`src/rlhb_pkg.sv`:
```
// ----------------------------------------------------------------------------
// rlhb_pkg
// Shared types and constants for the RGB and luma histogram binner.
// ----------------------------------------------------------------------------
package rlhb_pkg;

    localparam int COUNT_BITS = 24;
    localparam int OUT_BITS   = 24;
    localparam int LEVELS     = 256;
    localparam int ADDR_BITS  = 8;
    localparam int N_HIST     = 4;

    localparam int HIST_RED   = 0;
    localparam int HIST_GREEN = 1;
    localparam int HIST_BLUE  = 2;
    localparam int HIST_LUMA  = 3;

    localparam int PROD_BITS = 24;

    localparam logic [15:0] W_RED   = 16'd13933;
    localparam logic [15:0] W_GREEN = 16'd46871;
    localparam logic [15:0] W_BLUE  = 16'd4732;

    localparam int CFG_DATA_BITS = 9;

    typedef logic [COUNT_BITS-1:0] t_count;

    localparam t_count COUNT_MAX = {COUNT_BITS{1'b1}};

    typedef enum logic [1:0] {
        ACT_PIXEL = 2'd0,
        ACT_BIN   = 2'd1,
        ACT_READ  = 2'd2,
        ACT_CLEAR = 2'd3
    } t_action;

    typedef enum logic {
        CFG_BIN_COUNT = 1'b0,
        CFG_GRAY_TOL  = 1'b1
    } t_cfg_index;

    typedef enum logic [3:0] {
        ST_CLEAR,
        ST_IDLE,
        ST_PIX_A,
        ST_PIX_B,
        ST_PIX_C,
        ST_READ_A,
        ST_READ_B,
        ST_DIV,
        ST_BIN_RD,
        ST_BIN_LAST,
        ST_BIN_WR
    } t_state;

endpackage

```
`src/rlhb_pixel.sv`:
```
// ----------------------------------------------------------------------------
// rlhb_pixel
// Two-stage pixel unit: weighted luma products, then sum; grayscale check.
// ----------------------------------------------------------------------------
module rlhb_pixel
    import rlhb_pkg::*;
(
    input  logic       i_clk,
    input  logic       i_en,
    input  logic [7:0] i_red,
    input  logic [7:0] i_green,
    input  logic [7:0] i_blue,
    input  logic [7:0] i_tol,
    output logic [7:0] o_luma,
    output logic       o_off
);

    logic [PROD_BITS-1:0] r_p_red;
    logic [PROD_BITS-1:0] r_p_green;
    logic [PROD_BITS-1:0] r_p_blue;
    logic                 r_off1;
    logic [7:0]           r_luma;
    logic                 r_off;
    logic [7:0]           d_rg;
    logic [7:0]           d_rb;
    logic [7:0]           d_gb;
    logic                 n_off1;
    logic [PROD_BITS-1:0] sum;

    always_comb begin
        d_rg   = (i_red > i_green) ? i_red - i_green : i_green - i_red;
        d_rb   = (i_red > i_blue) ? i_red - i_blue : i_blue - i_red;
        d_gb   = (i_green > i_blue) ? i_green - i_blue : i_blue - i_green;
        n_off1 = !((d_rg < i_tol) && (d_rb < i_tol) && (d_gb < i_tol));
        sum    = r_p_red + r_p_green + r_p_blue;
    end

    always_ff @(posedge i_clk) begin
        if (i_en) begin
            r_p_red   <= PROD_BITS'(W_RED) * PROD_BITS'(i_red);
            r_p_green <= PROD_BITS'(W_GREEN) * PROD_BITS'(i_green);
            r_p_blue  <= PROD_BITS'(W_BLUE) * PROD_BITS'(i_blue);
            r_off1    <= n_off1;
        end
        r_luma <= sum[PROD_BITS-1 -: 8];
        r_off  <= r_off1;
    end

    assign o_luma = r_luma;
    assign o_off  = r_off;

endmodule

```
`config.mk`:
```
export PLATFORM = sky130hd
export DESIGN_NAME = rlhb_pixel
export DESIGN_NICKNAME = d
export VERILOG_FILES = /design/src/rlhb_pkg.sv /design/src/rlhb_pixel.sv
export SDC_FILE = /design/constraint.sdc
export NUM_CORES = 1
export LEC_CHECK = 0
export BUFFER_PORTS_ARGS = -buffer_cell sky130_fd_sc_hd__buf_2
export CAP_MARGIN = 40
export CORE_MARGIN = 3
export CORE_UTILIZATION = 25
export CTS_CLUSTER_DIAMETER = 40
export DETAILED_ROUTE_END_ITERATION = 10
export GPL_TIMING_DRIVEN = 1
export PLACE_DENSITY = 0.37
export SLEW_MARGIN = 20
export SYNTH_ARGS = -nofsm -noshare
export SYNTH_HDL_FRONTEND = slang
export SYNTH_SLANG_ARGS = --single-unit
export TNS_END_PERCENT = 20
```
`constraint.sdc`:
```
create_clock -name i_clk -period 6.2 [get_ports i_clk]
set_input_delay 0.62 -clock i_clk [delete_from_list [all_inputs] [get_ports i_clk]]
set_output_delay 0.62 -clock i_clk [all_outputs]
set_load 0.02 [all_outputs]
```
Word-level counts from Yosys, hierarchy flattened --
Cells that the tools add are included.
Word-level totals: register bits after elaboration 75, output and inout port bits 9, input port bits 34, word-level logic and storage cells 29
Cells by class: magnitude comparators 6, multipliers 3, mux-type cells 3, add/subtract/negate cells 8, reductions and logical operators 3
Operator list (count):
- subtractor 8 bit | 6
- adder 22 x 24 -> 24 bit | 1
- adder 24 x 21 -> 24 bit | 1
- > comparator 8 bit | 3
- less-than comparator 8 bit | 3
- multiplier 16 x 8 -> 24 bit (first input constant) | 1
- 2-to-1 mux 8 bit | 3
- multiplier 14 x 8 -> 22 bit (first input constant) | 1
- multiplier 11 x 8 -> 19 bit (first input constant) | 1
- logical AND 1 bit | 2
- zero test 1 bit | 1

Logic depth before layout (Yosys ltp) --
Gate-level depths: netlist (run 1).
word-level depth 6, gate-level depth with buffers 17, mapped depth without buffers 16

Worst setup path after synthesis (run 1) --
No wires, ideal clock.
path kind input -> register, from in i_red[2], to reg r_p_red[18] (data pin), data required time 6005 ps, path slack 1656 ps, buffers on the path 0, data arrival time 4349 ps, stages 14, cells stage by stage ha_1 -> fa_1 -> inv_1 -> fa_1 -> fa_1 -> inv_1 -> ha_1 -> nor2b_1 -> o31a_1 -> o211ai_2 -> a211oi_1 -> o41ai_2 -> or4b_1 -> o311ai_0
On the way: cells in the longest elaborated chain, start to end 1
RTL lines:
- start, declared | RTL line rlhb_pixel.sv:10 | input logic [7:0] i_red,
- multiplier 14 x 8 -> 22 bit | RTL line rlhb_pixel.sv:40 | r_p_red <= PROD_BITS'(W_RED) * PROD_BITS'(i_red);
- end signal, assigned | RTL line rlhb_pixel.sv:40
- end, declared | RTL line rlhb_pixel.sv:18 | logic [PROD_BITS-1:0] r_p_red;
Every way passes these cells. A chain may end at the register's enable or synchronous reset.

Worst setup path after layout (run 1) --
from in i_red[3], to reg r_p_red[18] (data pin)
The elaborated chain is that of the path after synthesis.

==> metrics list, run 1 <==
* Clock slew seen by the registers of the worst setup and hold paths: 0.06 ns
- The slowest stage of the critical path belongs to the cell fa_1.
* Number of vias in the routed layout: 8,213
- In the routed layout, each cell is associated on average with a via count of 4.52.
- Area of the core: 45,700 um^2
- CTS tree: done
- The number of antenna violations at the first check in global routing came to 0.
* Tot GR Track Use: 0.132
* Final routed DRC violation total: 0
- Highest ir drop seen on vdd: 0.158 mV
- Hold-fix buffer count after cts: 0
- Gpl congestion: 0.819
- The final number of max-transition violations was 0.
- Across the run, the number of max-cap violations was 0.
- Dividing the detail-routed wire length by the instance count gives 17.4 um.
- Avg Synthesized Cell Area: 9.99 um^2
* Endpoint kind of the worst setup timing path: flip-flop
- The first TritonRoute pass finished after 7 iterations.
* Number of CTS-inserted buffers: 9
- First DRT Iteration DRCs: 284
* Worst relative slew slack: 0.575
- The critical path contains buffers and inverters numbering 3 combined.
* Synthesized netlist cell count: 1,162
- On the final layout, the worst clock skew is 0.00593 ns.
- Counting flops with a built-in enable in the synthesized netlist gives 66.
- The number of nets handed over by synthesis was 1,549.
* Die area: 49,100 um^2
- Counting the fill cells in the layout gives 4,918.
- Series of cell instances along the critical path: buf_2 -> ha_1 -> fa_1 -> inv_1 -> fa_1 -> fa_1 -> inv_1 -> ha_1 -> nor2b_1 -> o31a_1 -> o211ai_2 -> a211oi_1 -> o41ai_2 -> or4b_1 -> o311ai_0
- Summed area of non-filler cells in the final layout: 12,900 um^2
- RSZ-0062 raised after global routing: false
- Run status: finished, final reports clean
- Antenna viol nets, final: 0
- Setup violations remaining at the end of the flow were counted as 0.
- Total power of the final layout: 5580 uW
* Static leakage power: 0.00622 uW
* Count of port buffers added during placement: 42
- After the last flow step, the layout net total stands at 1,599.
- The later pin in the worst-skew pair is clocked with a latency of 0.34 ns.
* Area of the mapped netlist: 11,600 um^2
- Crit path time final: 4.79 ns
* Post-synth cell types: 69
- Number of setup buffers added after CTS: 0
- Final antenna diode count: 0
* Count of endpoints failing hold in the final timing report: 0
* Final HPWL from detailed placement: 27,300 um
- In this run the horizontal extent of the chip is 222 um.
- Top-Level Pins: 43
- Overflow left after global routing: 0
- CTS built an H-tree with a depth of 3.
- Hold timing on the final database bottoms out at a slack of 0.340 ns.
- CP required: 6.34 ns
- In the post-synthesis netlist, the cell with the most instances is ha_1.
* Setup slack after layout: 1.41 ns
* Register area share after synthesis: 0.186
* Category of the worst setup path launch point: input port
* Share of post-route cells with drive strength above 1: 0.0707
- The tree is rooted in a clkbuf_16.
- Yosys top cell area share: 0.265
- Yosys warning count: 0
- In this run, post-CTS repair resized a total of 0 instances.
* Maximum clock frequency: 0.209 GHz
* Total of flip-flops plus latches after synthesis: 75
* Num Clock Sinks: 75
- Most numerous cell types in the synthesized netlist: 246 x ha_1, 209 x inv_1, 107 x fa_1
- Worst min path class: reg2reg
- Share of flip-flops with an asynchronous set or reset after synthesis: 0
- STA puts the critical path data arrival time at 4.93 ns.
- Cell family contributing the most delay on the critical path: adder cells
- Critical path type: in2reg
- Largest cells by area after synthesis: ha_1 27%, fa_1 18%, edfxtp_1 17%
- Compared with the post-synthesis result, the final layout area differs by 11.0%.
- The synthesized design spends more area on one cell type than any other, namely ha_1.
* Starting density of the core: 0.254
* Global-route wire length before repair: 50,500 um
- In this design, the stage delay of the slowest critical-path cell is 0.55 ns.
- In this run the cell area measured after placement is 12,600 um^2.
- Worst slew pin tran: 0.628 ns
- Critical Path Fanout Max: 6
* Cell mode on critical path: fa_1
* Fraction of the cycle the final worst path needs: 0.772
* Vias in the first global route: 8,746
- Cell Rows: 78
- Maximum clock path buffer count: 2
- Final routed wirelength across all metal layers: 31,600 um
- The die is 222 um tall.
- Maximum number of pins on one net before global-route repair: 42
- Prior to clock tree synthesis, the placed netlist has a worst setup slack of 1.01 ns.
* Setup total negative slack: 0 ns
* Power per standard cell area: 433 nW/um^2
* Synth Flop Type: edfxtp_1
## report_power, final
part           switching [uW]  internal, uW
Clock                     217           352
Sequential                141           921
Combinational            2250          1700
## flip-flops by register name, indices dropped and copies added, names as in the netlist
register / cells
r_p_red: 22
r_p_green: 24
o_luma: 8
o_off: 1
r_p_blue: 19
r_off1: 1
## worst paths after layout
path	start	endpoint	slack, ns	cells past startpoint
setup reg to reg	r_p_red[8]$_DFFE_PP_	o_luma[7]$_DFF_P_	2.89	9
hold reg to reg	r_off1$_DFFE_PP_	o_off$_DFF_P_	0.34	0
hold / removal	r_off1$_DFFE_PP_	o_off$_DFF_P_	0.34	0
setup / recovery	i_red[3]	r_p_red[18]$_DFFE_PP_	1.41	15
## cells in the final DEF (no fill, tap or decap), types with 8 or more instances in the layout
| cell type | Yosys | layout |
|---|---|---|
| ha_1 | 246 | 246 |
| inv_1 | 209 | 209 |
| fa_1 | 107 | 107 |
| a21oi_1 | 66 | 66 |
| edfxtp_1 | 66 | 66 |
| nor2_1 | 58 | 58 |
| buf_2 | 2 | 42 |
| xnor2_1 | 40 | 40 |
| o21ai_0 | 38 | 38 |
| nand2_1 | 33 | 33 |
| a21o_1 | 31 | 31 |
| xor2_1 | 21 | 21 |
| nand3_1 | 21 | 21 |
| o21a_1 | 17 | 17 |
| nor3_1 | 17 | 17 |
| a211oi_1 | 15 | 15 |
| mux2i_1 | 12 | 12 |
| nand4_1 | 10 | 10 |
| o211ai_1 | 9 | 9 |
| clkbuf_16 | 0 | 9 |
| dfxtp_1 | 9 | 9 |
| a31oi_1 | 8 | 8 |
| nand2b_1 | 8 | 8 |
| mux2_2 | 8 | 8 |
## routing by layer
metal | GRT usage | part of all wire | up-vias
met5 | 0 | 0 | -
met2 | 0.225 | 0.47 | 82
li1 | - | - | 4166
met1 | 0.177 | 0.48 | 3935
met4 | 0.0436 | 0.031 | 0
met3 | 0.0127 | 0.016 | 30
## cell families (layout without fill, tap and decap cells)
family                     count (synthesis)  in the layout  synth area share
buffers and inverters                    214            269            0.0701
DFF                                       75             75             0.186
AOI/OAI and AO/OA                        245            245             0.146
and+or+nand+nor                          194            194            0.0841
muxes                                     20             20            0.0181
adders and majority gates                353            353             0.450
xor gates and xnor gates                  61             61            0.0460
## final cells by class
| type | instances | area (um^2) | area share |
|---|---|---|---|
| Multi-Input combinational cell | 873 | 8630 | 0.670 |
| Sequential cell | 75 | 2160 | 0.168 |
| Inverter | 209 | 785 | 0.0609 |
| Tap cell | 600 | 751 | 0.0583 |
| Timing Repair Buffer | 44 | 238 | 0.0184 |
| Clock buffer | 9 | 225 | 0.0175 |
| Clock inverter | 7 | 91.3 | 0.00709 |
## metrics by stage
stage / utilization / instances
global placement: 0.275 / 1800
global route: 0.282 / 1817
floorplan: - / 1162
detailed placement: 0.275 / 1801
CTS: 0.282 / 1817
finish: 0.282 / 1817
(Power assumes the default switching activity.)
==> run 2: changes to the inputs <==
--- a/config.mk
+++ b/config.mk
@@ -5,6 +5,7 @@
 export SDC_FILE = /design/constraint.sdc
 export NUM_CORES = 1
 export LEC_CHECK = 0
+export ABC_AREA = 1
 export BUFFER_PORTS_ARGS = -buffer_cell sky130_fd_sc_hd__buf_2
 export CAP_MARGIN = 40
 export CORE_MARGIN = 3
==> constraint.sdc (replaced) <==
create_clock -name i_clk -period 4.9 [get_ports i_clk]
set_input_delay 0.49 -clock i_clk [delete_from_list [all_inputs] [get_ports i_clk]]
set_output_delay 0.49 -clock i_clk [all_outputs]
set_load 0.02 [all_outputs]
==> run 2 against run 1 <==
Synthesized cell count increased by 38%. Worst hold slack improved by 0.016 ns. Final cell count is 28% higher. Clock power up 20%. Largest power group unchanged.
==> metrics list, run 2 <==
- Largest cells by area after synthesis: ha_1 24%, fa_1 17%, edfxtp_1 15% (was ha_1 27%, fa_1 18%, edfxtp_1 17%)
- The power per cell area came to 582 nW/um^2 (was 433 nW/um^2).
- The number of flip-flops under the largest register name is 24 (unchanged).
- The number of core rows was 82 (was 78).
* Total power of the final layout: 8230 uW (was 5580 uW)
- Net count after synthesis: 1,989 (was 1,549)
* Highest ir drop seen on vdd: 0.238 mV (was 0.158 mV)
* Area of the mapped netlist: 12,800 um^2 (was 11,600 um^2)
* Most numerous cell types in the synthesized netlist: 356 x nand2_1, 311 x inv_1, 246 x ha_1 (was 246 x ha_1, 209 x inv_1, 107 x fa_1)
- The switching power of the nets came to 4440 uW (was 2610 uW).
- The final-layout fill cell count came to 5,508 (was 4,918).
* Root Buffer: clkbuf_16 (unchanged)
* Fraction of power consumed by sequential logic: 0.164 (was 0.190)
* Post-synth cell types: 37 (was 69)
- The core box area came to 50,400 um^2 (was 45,700 um^2).
- The max-slew headroom at the worst pin is 0.562 (was 0.575).
- The register ranked first by flip-flop count is r_p_green (unchanged).
- Share of post-route cells with drive strength above 1: 0.0640 (was 0.0707)
- Global-route wire length before repair: 60,400 um (was 50,500 um)
- Number of setup buffers added after CTS: 0 (unchanged)
- The total of cells resized after clock tree synthesis was 0 (unchanged).
* Count of port buffers added during placement: 42 (unchanged)
- The most common library cell in the layout ignoring fill and taps is nand2_1 (was ha_1).
- The utilization after layout came to 0.281 (was 0.282).
- Vias in the first global route: 10,400 (was 8,746)
* Portion of total power attributed to combinational logic: 0.753 (was 0.708)
* Maximum number of pins on one net before global-route repair: 52 (was 42)
* Static leakage power: 0.00750 uW (was 0.00622 uW)
- The detailed-placement wirelength estimate is 33,400 um (was 27,300 um).
* Number of vias in the routed layout: 10,000 (was 8,213)
* Synth Flop Type: edfxtp_1 (unchanged)
- Endpoint kind of the worst setup timing path: flip-flop (unchanged)
* Layout overhead on the synthesized area: 10.3% (was 11.0%)
- The number of flops mapped to enable cells by yosys was 66 (unchanged).
* First DRT Iteration DRCs: 442 (was 284)
* Overflow left after global routing: 0 (unchanged)
- The smallest clock period supported by the final layout is computed as 4.07 ns.
- Horizontal die dimension: 233 um (was 222 um)
* Count of endpoints failing hold in the final timing report: 0 (unchanged)
- The total wire length is 37,900 um (was 31,600 um).
* RSZ-0062 raised after global routing: false (unchanged)
- The post-synthesis sequential element count was 75 (unchanged).
* Top-Level Pins: 43 (unchanged)
* Avg Synthesized Cell Area: 8.01 um^2 (was 9.99 um^2)
- The worst-case clock skew was 0.00766 ns (was 0.00593 ns).
- Die area: 54,100 um^2 (was 49,100 um^2)
- Top flop regs: r_p_green: 24 flops, r_p_red: 22 flops, r_p_blue: 19 flops (unchanged)
- The register area share after synthesis is 0.169 (was 0.186).
* Maximum clock frequency: 0.245 GHz
- Run status: finished, final reports clean (unchanged)
- CTS tree: done (unchanged)
- Starting density of the core: 0.255 (was 0.254)
* Reg2Reg Setup Slack: 2.48 ns (was 2.89 ns)
- The final design instance area without fill was 14,100 um^2 (was 12,900 um^2).
- The worst-margin pin slew came to 0.657 ns (was 0.628 ns).
- Placed inst area: 13,800 um^2 (was 12,600 um^2)
- The total routing usage reported by global routing is 0.145 (was 0.132).
- The data required time at the worst endpoint was 5.00 ns (was 6.34 ns).
- Later-pin clock latency in the skew report: 0.34 ns (about the same)
- Most frequent cells in the layout: 356 x nand2_1, 311 x inv_1, 246 x ha_1, 110 x a21oi_1, 107 x fa_1 (was 246 x ha_1, 209 x inv_1, 107 x fa_1, 66 x a21oi_1, 66 x edfxtp_1).
- The final setup violation count came to 0 (unchanged).
* Cell count of the worst hold path: 0 (unchanged)
- The switching share of power was 0.540 (was 0.467).
- The synthesized instance count was 1,602 (was 1,162).
* Internal power: 3790 uW (was 2970 uW)
* Reg-to-reg endpoint: o_luma[0]$_DFF_P_ (was o_luma[7]$_DFF_P_)
* Final net count: 2,038 (was 1,599)
* Gpl congestion: 0.875 (was 0.819)
- Routed len/inst: 16.3 um (was 17.4 um)
- Source of the worst hold timing path: r_off1$_DFFE_PP_ (unchanged)
- Maximum clock path buffer count: 2 (unchanged)
- Of the available clock period, the critical path in the final layout requires 0.831.
- Clk pwr share: 0.083 (was 0.102)
- The end point of the worst hold path is o_off$_DFF_P_ (unchanged).
* Hold-fix buffer count after cts: 0 (unchanged)
- The setup TNS came to 0 ns (unchanged).
- The number of levels in the clock H-tree was 3 (unchanged).
- Drt via density: 4.30 (was 4.52)
- Critical path type: in2reg (unchanged)
* Critical Path Fanout Max: 8 (was 6)
- The kind of path behind the tightest hold check is reg2reg (unchanged).
- The kind of start point of the critical path was an input port (unchanged).
- The origin of the critical flop-to-flop path was r_p_red[3]$_DFFE_PP_ (was r_p_red[8]$_DFFE_PP_).
- Clock slew seen by the registers of the worst setup and hold paths: 0.06 ns (about the same)
* Post-placement setup slack: 0.489 ns (was 1.01 ns)
* Number of CTS-inserted buffers: 9 (unchanged)
- Number of maximum-capacitance violations: 0 (unchanged)
- The final routed DRC violation total was 0 (unchanged).
* Num Clock Sinks: 75 (unchanged)
* Final antenna diode count: 0 (unchanged)
- The final worst slack is 0.826 ns (was 1.41 ns).
- The cell count of the worst reg-to-reg path was 8 (was 9).
* Antenna violations before repair: 1 (was 0)
* Yosys warning count: 0 (unchanged)
- The share of synthesized registers carrying an async set or reset was 0 (unchanged).
- Yosys top cell area share: 0.240 (was 0.265)
- The final number of max-transition violations came to 0 (unchanged).
- The largest area contributor in the netlist was ha_1 (unchanged).
- The arrival time of data at the critical path endpoint came to 4.17 ns (was 4.93 ns).
- Most numerous cell in the Yosys netlist: nand2_1 (was ha_1)
- Count of TritonRoute iterations in the first routing pass: 5 (was 7)
* Antenna viol nets, final: 0 (unchanged)
* Die height: 233 um (was 222 um)
## run 2: changes by cell type in the layout (fill, tap and decap cells not counted), moves of 17 or more
cell	change
inv_1	+102
nor2_1	+27
nand3_1	+56
a21oi_1	+44
xor2_1	+25
nand2_1	+323
a21o_1	-17
nand2_2	+18
xnor2_1	-26
## run 2: logic make-up (layout without fill, tap and decap cells)
logic type,Yosys count,in the layout,share of synthesized area
compound gates,203,203,0.0897
xor+xnor,60,60,0.0410
fa+ha+maj,353,353,0.407
buf+inv,326,380,0.0989
flops,75,75,0.169
simple gates,585,585,0.195
## run 2: layer usage
| metal | wire, um | GRT usage | vias to the layer above |
|---|---|---|---|
| met3 | 794 | 0.0141 | 33 |
| li1 | - | - | 5252 |
| met1 | 18400 | 0.196 | 4560 |
| met2 | 17700 | 0.247 | 156 |
| met5 | 13 | 0 | - |
| met4 | 953 | 0.0398 | 2 |
## run 2: power by group through the flow
stage / Clock (uW) / Combinational [uW] / Sequential, uW
2_1_floorplan: 0 / 4470 / 1310
5_1_grt: 738 / 7200 / 1380
4_1_cts: 711 / 6270 / 1380
3_5_place_dp: 0 / 6210 / 1390
6_report: 680 / 6200 / 1350
3_3_place_gp: 0 / 6290 / 1390
## run 2: worst max path at each step
stage                    start                 endpoint  slack, ns  depth (start not counted)
finish              i_green[6]  r_p_green[22]$_DFFE_PP_       0.83                         15
global placement    i_green[6]  r_p_green[17]$_DFFE_PP_       0.54                         13
CTS                 i_green[6]  r_p_green[22]$_DFFE_PP_       0.85                         15
floorplan            i_blue[5]   r_p_blue[17]$_DFFE_PP_       0.99                         12
detailed placement  i_green[6]  r_p_green[22]$_DFFE_PP_       0.49                         15
global route        i_green[6]  r_p_green[22]$_DFFE_PP_       0.61                         15
## run 2: layout make-up
cell class              count  area [um^2]  area share
well taps                 672          841      0.0594
inverters                 318         1200      0.0849
flip-flops and latches     75         2160       0.153
clock buffers              12          256      0.0181
clock inverters             4         50.0     0.00354
multi-input cells        1201         9400       0.664
repair buffers             46          240      0.0170
## run 2: stage by stage
stage / hold WS (ns) / instances
6_report: 0.355 / 2328
5_1_grt: 0.369 / 2328
4_1_cts: 0.355 / 2328
3_5_place_dp: 0.342 / 2312
3_3_place_gp: 0.331 / 2312
2_1_floorplan: 0.323 / 1602
## run 2: critical path: stages
cell     delay (ns)
buf_2          0.23
fa_1           0.50
fa_1           0.55
inv_1          0.05
fa_1           0.48
fa_1           0.54
inv_1          0.04
ha_1           0.41
nand2_1        0.14
inv_1          0.07
nand2_1        0.06
nor3_1         0.22
nand4_1        0.17
nand4_1        0.13
nand2_1        0.06
==> run 3: changes to the inputs <==
--- a/config.mk
+++ b/config.mk
@@ -13,7 +13,7 @@
 export CTS_CLUSTER_DIAMETER = 40
 export DETAILED_ROUTE_END_ITERATION = 10
 export GPL_TIMING_DRIVEN = 1
-export PLACE_DENSITY = 0.37
+export PLACE_DENSITY = 0.38
 export SLEW_MARGIN = 20
 export SYNTH_ARGS = -nofsm -noshare
 export SYNTH_HDL_FRONTEND = slang
==> constraint.sdc (replaced) <==
create_clock -name i_clk -period 3.4 [get_ports i_clk]
set_input_delay 0.34 -clock i_clk [delete_from_list [all_inputs] [get_ports i_clk]]
set_output_delay 0.34 -clock i_clk [all_outputs]
set_load 0.02 [all_outputs]
==> run 3 against run 2 <==
The run now ends with negative setup slack left. Clock power up 60%. Flip-flop and latch count unchanged. Count of clock-buffer cells in the layout down 3. Total power up 75%. Sequential share of layout area down 2.2 points. Die area unchanged. Via count up 8.2%. Critical path type unchanged.
==> metrics list, run 3 (synthesis gave the netlist of run 2 again) <==
- Final HPWL from detailed placement: 34,900 um (was 33,400 um)
- Drt via density: 4.28 (was 4.30)
- The routability-driven placement congestion ratio is 0.879 (was 0.875).
- Die height: 233 um (unchanged)
- Worst hold margin: 0.348 ns (was 0.355 ns)
* Count of endpoints failing hold in the final timing report: 0 (unchanged)
* Count of port buffers added during placement: 42 (unchanged)
* Final routed wirelength across all metal layers: 39,300 um (was 37,900 um)
* Failing checks: negative setup slack
- Final routed DRC violation total: 0 (unchanged)
* Num Clock Sinks: 75 (unchanged)
- Tot GR Track Use: 0.148 (was 0.145)
- RSZ-0062 raised after global routing: true (was false).
* Count of pins over their slew limit: 0 (unchanged)
- Final net count: 2,241 (was 2,038)
- The effective utilization at floorplan is 0.255 (unchanged).
* Run status: finished with violations (was finished, final reports clean)
- The final-layout fill cell count is 5,305 (was 5,508).
* Cells after DPL: 2,512 (was 2,312)
- Power per standard cell area: 868 nW/um^2 (was 582 nW/um^2)
- The maximum number of pins on one net before global-route repair came to 33 (was 52).
- The largest buffer count on any clock path is 2 (unchanged).
- Top flop regs: r_p_green: 24 flops, r_p_red: 22 flops, r_p_blue: 19 flops (unchanged)
* Number of flip-flops in the largest register: 24 (unchanged)
* Hold-fix buffer count after cts: 0 (unchanged)
* Share of post-route cells with drive strength above 1: 0.243 (was 0.0640)
- The worst-case clock skew is 0.0109 ns (was 0.00766 ns).
- Most frequent cells in the layout: 324 x nand2_1, 295 x inv_1, 215 x ha_1, 205 x buf_4, 98 x fa_1 (was 356 x nand2_1, 311 x inv_1, 246 x ha_1, 110 x a21oi_1, 107 x fa_1).
* Most common cell after layout, fill and taps aside: nand2_1 (unchanged)
* Setup slack after layout: -0.0999 ns (was 0.826 ns)
- The peak fanout along the critical path was 4 (was 8).
- Clock slew seen by the registers of the worst setup and hold paths: 0.06 ns (about the same)
- The later-pin clock latency in the skew report is 0.34 ns (about the same).
- The total congestion overflow after global routing was 0 (unchanged).
* Vias in the first global route: 11,200 (was 10,400)
- The worst-margin pin slew came to 0.526 ns (was 0.657 ns).
- The kind of critical path is in2reg (unchanged).
* Register containing the most flip-flops in the final layout: r_p_green (unchanged)
* Worst relative slew slack: 0.646 (was 0.562)
- First DRT Iteration DRCs: 518 (was 442)
- The number of core rows is 82 (unchanged).
* Finished Layout Cells: 2,531 (was 2,328)
- The first-pass GRT wire length is 62,100 um (was 60,400 um).
* Maximum clock frequency: 0.286 GHz
- The arrival time of data at the critical path endpoint came to 3.59 ns (was 4.17 ns).
* Antenna viol nets, final: 0 (unchanged)
* Final antenna diode count: 0 (unchanged)
- Category of the worst setup path launch point: input port (unchanged)
* Static leakage power: 0.00857 uW (was 0.00750 uW)
- The utilization after layout was 0.329 (was 0.281).
- The number of levels in the clock H-tree was 3 (unchanged).
- The cell at the root of the clock tree is clkbuf_16 (unchanged).
- Layout overhead on the synthesized area: 29.2% (was 10.3%)
* Fraction of the cycle the final worst path needs: 1.03
- The endpoint kind of the worst setup timing path is a flip-flop (unchanged).
* Antenna violations before repair: 1 (unchanged)
- Horizontal die dimension: 233 um (unchanged)
- Die area: 54,100 um^2 (unchanged)
- The maximum vdd drop was 0.531 mV (was 0.238 mV).
- The core box area is 50,400 um^2 (unchanged).
- The count of TritonRoute iterations in the first routing pass was 5 (unchanged).
- Number of CTS-inserted buffers: 9 (unchanged)
- The number of I/O pins came to 43 (unchanged).
- Number of vias in the routed layout: 10,800 (was 10,000)
* Crit path time final: 3.50 ns
* CTS tree: done (unchanged)
* Setup violation total in the final timing report: 14 (was 0)
* Routed len/inst: 15.5 um (was 16.3 um)
- Worst min path class: reg2reg (unchanged)
- The max-cap violation count is 0 (unchanged).
* CP required: 3.49 ns (was 5.00 ns)
[run 3: cell types whose count changed in the layout (fill, tap and decap cells not counted), moves of 15 or more]
cell     previous run  this run
inv_2               4        19
nand2_1           356       324
a21oi_1           110        82
ha_1              246       215
buf_4               4       205
ha_4                0        28
a21oi_2             1        22
nand2_2            18        46
inv_1             311       295
[run 3: layout make-up]
cell class / instances / area, um^2 / share of cell area
clock buffers: 9 / 225 / 0.0136
repair buffers: 249 / 1840 / 0.111
multi-input cells: 1201 / 10200 / 0.615
well taps: 672 / 841 / 0.0507
inverters: 318 / 1200 / 0.0726
flip-flops and latches: 75 / 2160 / 0.130
clock inverters: 7 / 106 / 0.00642
[run 3: critical path: stages]
cell and delay (ns):
buf_2 0.12, fa_2 0.62, inv_2 0.07, fa_1 0.45, fa_2 0.54, inv_2 0.04
fa_2 0.56, ha_4 0.24, a21oi_4 0.18, nor2_1 0.06, o21ai_1 0.12, nand3_1 0.11
xor2_1 0.15
[run 3: timing repair]
| item | in CTS | in global routing |
|---|---|---|
| resized for setup | 41 | 124 |
| buffers inserted | 0 | 3 |
| setup endpoints to repair | 30 | 36 |
| pin swaps | 15 | 54 |
[run 3: metrics by stage]
| stage | power, uW | cell area, um^2 | TNS (ns) | setup slack, ns |
|---|---|---|---|---|
| 2_1_floorplan | 8670 | 13000 | -0.921 | -0.0944 |
| 3_3_place_gp | 12600 | 15600 | -16.75 | -0.523 |
| 3_5_place_dp | 12500 | 15600 | -16.54 | -0.545 |
| 4_1_cts | 13900 | 16100 | -0.114 | -0.0288 |
| 5_1_grt | 16100 | 16600 | -2.80 | -0.202 |
| 6_report | 14400 | 16600 | -0.452 | -0.0999 |
[run 3: report_power, final]
| part | leakage (uW) | internal, uW | total (uW) | switching, uW |
|---|---|---|---|---|
| Clock | 0.000162 | 708 | 1090 | 384 |
| Sequential | 0.000721 | 1670 | 1950 | 281 |
| Combinational | 0.00769 | 4840 | 11400 | 6520 |
| Total | 0.00857 | 7210 | 14400 | 7180 |
[run 3: path summary, 6_finish.rpt]
path                        startpoint                endpoint  slack [ns]  depth (start not counted)
setup / recovery             i_blue[6]  r_p_blue[17]$_DFFE_PP_        -0.1                         13
hold / removal        r_off1$_DFFE_PP_           o_off$_DFF_P_        0.35                          0
setup reg to reg  r_p_red[2]$_DFFE_PP_       o_luma[0]$_DFF_P_        0.90                          8
hold reg to reg       r_off1$_DFFE_PP_           o_off$_DFF_P_        0.35                          0
[run 3: metal layers]
metal  share of wire  vias up  track usage
li1                -     5657            -
met1            0.49     4999        0.203
met2            0.47      129        0.252
met3           0.018       38       0.0135
met4           0.024        0       0.0375
met5               0        -            0
